==> config.mk <==
export PLATFORM = sky130hd
export DESIGN_NAME = sovq_dist
export DESIGN_NICKNAME = d
export VERILOG_FILES = /design/src/design/sovq_pkg.sv /design/src/design/sovq_dist.sv
export SDC_FILE = /design/constraint.sdc
export NUM_CORES = 2
export LEC_CHECK = 0
export BUFFER_PORTS_ARGS = -buffer_cell sky130_fd_sc_hd__clkbuf_2
export CORE_ASPECT_RATIO = 1.2
export CORE_MARGIN = 2
export CORE_UTILIZATION = 70
export DETAILED_ROUTE_END_ITERATION = 8
export MAX_ROUTING_LAYER = met4
export PLACE_DENSITY_LB_ADDON = 0.12
export RECOVER_POWER = 25
export SLEW_MARGIN = 20
export SYNTH_ARGS = -nofsm -noshare
export SYNTH_HDL_FRONTEND = slang
export SYNTH_SLANG_ARGS = --single-unit
export TNS_END_PERCENT = 10
==> constraint.sdc <==
create_clock -name clk -period 12.7 [get_ports clk]
set_clock_uncertainty 0.2 [all_clocks]
set_input_delay 0.635 -clock clk [delete_from_list [all_inputs] [get_ports clk]]
set_output_delay 0.635 -clock clk [all_outputs]
set_load 0.02 [all_outputs]
==> src/design/sovq_pkg.sv <==
`timescale 1ns / 1ps
`default_nettype none

package sovq_pkg;

    localparam int SLOTS_DEFAULT = 1024;
    localparam int NUM_TYPES = 4;
    localparam int NUM_RADII = 4;

    localparam int SLOT_W = 10;
    localparam int KIND_W = 2;
    localparam int COORD_W = 16;
    localparam int RADIUS_W = 16;
    localparam int COUNT_FIELD_W = 11;

    localparam int CFG_IDX_W = 3;
    localparam int CFG_DATA_W = 16;

    localparam logic [CFG_IDX_W-1:0] CFG_RADIUS0 = 3'd0;
    localparam logic [CFG_IDX_W-1:0] CFG_RADIUS1 = 3'd1;
    localparam logic [CFG_IDX_W-1:0] CFG_RADIUS2 = 3'd2;
    localparam logic [CFG_IDX_W-1:0] CFG_RADIUS3 = 3'd3;
    localparam logic [CFG_IDX_W-1:0] CFG_SLOTS_IN_USE = 3'd4;

    localparam logic [RADIUS_W-1:0] RADIUS_RESET = 16'd256;

    localparam logic CMD_LOAD = 1'b0;
    localparam logic CMD_QUERY = 1'b1;

    // Arithmetic widths of the distance datapath.
    localparam int MAG_W = COORD_W;
    localparam int SQ_W = 2 * MAG_W;
    localparam int D2_W = SQ_W + 2;
    localparam int RSUM_W = RADIUS_W + 1;
    localparam int RSQ_W = 2 * RSUM_W;

    typedef struct packed {
        logic [KIND_W-1:0] kind;
        logic signed [COORD_W-1:0] x;
        logic signed [COORD_W-1:0] y;
        logic signed [COORD_W-1:0] z;
    } entry_t;

    typedef logic [NUM_RADII-1:0][RADIUS_W-1:0] radii_t;

    typedef struct packed {
        logic busy;
        logic hit;
    } dist_status_t;

    // Number of restoring subtract steps that bring a slot field below the slot count.
    function automatic int mod_steps(input int slots);
        int n;
        n = 0;
        for (int k = 0; k <= SLOT_W; k++) begin
            if ((longint'(slots) << k) < (longint'(1) << SLOT_W)) begin
                n = k + 1;
            end
        end
        return n;
    endfunction

    function automatic logic [RADIUS_W-1:0] radius_of(input radii_t radii,
                                                      input logic [KIND_W-1:0] kind);
        logic [KIND_W-1:0] k;
        k = kind;
        if (int'(kind) >= NUM_TYPES) begin
            k = KIND_W'(NUM_TYPES - 1);
        end
        return radii[k];
    endfunction

endpackage

`default_nettype wire

==> src/design/sovq_dist.sv <==
`timescale 1ns / 1ps
`default_nettype none

module sovq_dist (
    input logic clk,
    input logic rst_n,
    input logic clear,
    input logic cand_valid,
    input sovq_pkg::entry_t cand,
    input sovq_pkg::entry_t target,
    input sovq_pkg::radii_t radii,
    output sovq_pkg::dist_status_t status
);
    import sovq_pkg::*;

    logic s1_valid_reg;
    logic [MAG_W-1:0] adx_reg, ady_reg, adz_reg;
    logic [RSUM_W-1:0] rsum_reg;

    logic s2_valid_reg;
    logic [SQ_W-1:0] sqx_reg, sqy_reg, sqz_reg;
    logic [RSQ_W-1:0] rsq_reg;

    logic hit_reg;
    logic hit_next;
    logic [D2_W-1:0] d2;

    function automatic logic [MAG_W-1:0] abs_diff(input logic signed [COORD_W-1:0] a,
                                                  input logic signed [COORD_W-1:0] b);
        logic signed [COORD_W:0] d;
        logic [COORD_W:0] n;
        d = {a[COORD_W-1], a} - {b[COORD_W-1], b};
        n = -d;
        return d[COORD_W] ? n[MAG_W-1:0] : d[MAG_W-1:0];
    endfunction

    // Stage 1: per-axis distance magnitude and radius sum.
    always_ff @(posedge clk)
    begin
        adx_reg <= abs_diff(target.x, cand.x);
        ady_reg <= abs_diff(target.y, cand.y);
        adz_reg <= abs_diff(target.z, cand.z);
        rsum_reg <= RSUM_W'(radius_of(radii, target.kind)) +
                    RSUM_W'(radius_of(radii, cand.kind));
    end

    // Stage 2: squares.
    always_ff @(posedge clk)
    begin
        sqx_reg <= SQ_W'(adx_reg) * SQ_W'(adx_reg);
        sqy_reg <= SQ_W'(ady_reg) * SQ_W'(ady_reg);
        sqz_reg <= SQ_W'(adz_reg) * SQ_W'(adz_reg);
        rsq_reg <= RSQ_W'(rsum_reg) * RSQ_W'(rsum_reg);
    end

    // Stage 3: sum, compare and fold into the running hit flag.
    always_comb
    begin
        d2 = D2_W'(sqx_reg) + D2_W'(sqy_reg) + D2_W'(sqz_reg);
        hit_next = hit_reg;
        if (s2_valid_reg && (d2 <= D2_W'(rsq_reg)))
        begin
            hit_next = 1'b1;
        end
        if (clear)
        begin
            hit_next = 1'b0;
        end
    end

    always_ff @(posedge clk or negedge rst_n)
    begin
        if (!rst_n)
        begin
            s1_valid_reg <= 1'b0;
            s2_valid_reg <= 1'b0;
            hit_reg <= 1'b0;
        end
        else
        begin
            s1_valid_reg <= cand_valid;
            s2_valid_reg <= s1_valid_reg;
            hit_reg <= hit_next;
        end
    end

    assign status.busy = s1_valid_reg | s2_valid_reg;
    assign status.hit = hit_reg;

endmodule

`default_nettype wire

==> out/results.ini <==
[layout]
drive_above_1_share=0.06081
fin_area_um2=43000
final_cell_mix=1,019 x inv_1, 719 x fa_1, 540 x ha_1
layout_commonest_cell=inv_1
final.fill_count=4375
fin_util=0.7397
regArea_um2=3899
largest_reg_flops=33
nets=5969
syn_to_final_growth_pct=5.030
multi_input_area_um2=32890

[logic_synthesis]
ys_warn_count=0
synth_edf_count=0
synthArstFlopShare=0.01546
synth-seq-area-share=0.09523
yosysUniqueCellTypes=81
syn_inst=4437
synth_area_um2=40940
ys_seq_elements=194
syn_avg_cell_area_um2=9.227
synth_ff_type=dfxtp_1

[routing]
drtPass1Iterations=7
antenna_left=0
vias=29880
drt_iter0_markers=1668
viasPerCell=5.639
drc=0
wire_per_inst_um=16.61
wl_um=87980

[clock_tree]
cts-root-buf=clkbuf_16
clk_latency_ps=500
htreeDepth=4
path_clk_slew_ps=90
cts_hold_buf=1
cts_tree=yes
cts_resized=0
post_cts_buffers=0
cts_buffer_depth=2
cts_buffers=17
cts_sinks=194

[sta]
fin_crit_sh=0.5557
maxSlewHeadroom=0.1714
period_minus_slack_ps=7057
hold_viol_final=0
rsz0062_at_grt=no
setup_tns_ps=0
setup_viol=0
final-max-slew-violation-count=0
worstMarginPinSlew_ps=1243
fmax_mhz=141.7

[critical_path]
critPathKind=reg -> reg
required_ps=12940
cp_max_fo=17
end_kind=flop
worstPathArrival_ps=7300
startpoint_type=flop

[placement]
place_area_um2=42390
routabilityCongestion=0.9330
portBuffers=169
dp_hpwl_um=74960

[run_status]
status=finished, final reports clean

[grt]
first_global_vias=31930
grt_first_pass_wirelength_um=149500
top_usage_layer=met2
globalRoute.totalOverflow=0
grt_usage=0.3193
use_met3=0.03901
met2_usage=0.5662
antenna_found_initial=1
grt_max_degree=22
use_met1=0.3790

[floorplanning]
core_um2=58130
num_rows=97
die_y_um=268.9
die_w_um=224.8
fp.dieArea_um2=60450
io_pins=170
start_util=0.7042

[hold_path]
hold_path.class=in -> reg

[job]
cap_violations=0

## cell families after synthesis
kind of cell    share of synthesized area
compound gates                    0.09398
xor+xnor                          0.05370
fa+ha+maj                          0.5166
buf+inv                            0.1015
flops                             0.09523
mux                               0.02072
other cells                    0.00009160
simple gates                       0.1182
## final timing paths
kind,start,end,slack [ps],cells after the start
max in group asynchronous,rst_n,s2_valid_reg,11890,2
worst min register to register,s1_valid_reg,s2_valid_reg,190,0
worst max-delay path,rsum_reg[2],rsq_reg[33],5640,22
worst max register to register,rsum_reg[2],rsq_reg[33],5640,22
worst min-delay path,clear,hit_reg,70,2
min in group asynchronous,rst_n,s1_valid_reg,260,2
## worst max-delay path: stages (launching register included)
cell and delay (ps):
dfxtp_1 790, inv_1 190, nor2_1 240, inv_1 120, fa_1 500, fa_1 380, inv_1 90, fa_1 440
fa_1 400, fa_1 520, inv_1 50, fa_1 470, inv_1 40, ha_1 330, a21o_1 200, a21o_1 180
a21o_1 180, a2111o_1 420, a31oi_1 370, nor4_1 100, or4_1 530, a21oi_2 160, xnor2_1 120
## per-layer routing
| layer | part of all wire | up-vias | wire length, um |
|---|---|---|---|
| li1 | - | 14120 | - |
| met1 | 0.40 | 14880 | 35470 |
| met4 | 0.031 | 0 | 2703 |
| met5 | 0 | - | 0 |
| met3 | 0.041 | 189 | 3566 |
| met2 | 0.53 | 692 | 46240 |
## area by class of cell
| cell class | count | area share |
|---|---|---|
| well taps | 742 | 0.02159 |
| flip-flops and latches | 194 | 0.09067 |
| clock buffers | 17 | 0.009893 |
| diodes | 1 | 0.00005820 |
| inverters | 1019 | 0.08895 |
| repair buffers | 170 | 0.01976 |
| clock inverters | 15 | 0.004190 |
| multi-input cells | 3140 | 0.7649 |
## stage by stage
stage | setup slack, ps | hold slack [ps] | std cells
after floorplan | 6258 | 139.4 | 4438
after global placement | 5926 | 161.2 | 5264
after detailed placement | 5721 | 170.8 | 5264
after CTS | 5681 | 61.28 | 5297
after global routing | 5163 | 66.24 | 5298
final | 5643 | 71.69 | 5298
## synth_stat cells, types with 13 or more instances
cell type	n	area share
xnor2_1	180	0.039
a31oi_1	25	0.0038
nand4_1	17	0.0026
and2_1	200	0.031
a21o_1	103	0.019
a211oi_1	22	0.0040
nand2b_1	32	0.0049
o21a_1	44	0.0081
xor2_1	71	0.015
clkbuf_1	79	0.0072
o211ai_1	13	0.0024
nor3_1	31	0.0038
ha_1	540	0.17
nor2b_1	41	0.0063
o21ai_0	92	0.011
fa_1	719	0.35
inv_1	1019	0.093
or2_2	18	0.0028
a21oi_1	184	0.022
mux4_2	32	0.018
or3_1	13	0.0020
o21bai_1	17	0.0031
nand3_1	36	0.0044
dfxtp_1	191	0.093
and3_1	25	0.0038
nand2_1	358	0.033
nor2_1	187	0.017
Power is not shown: default switching activity piles up to over one toggle a cycle in this logic, so the estimate is an artifact.
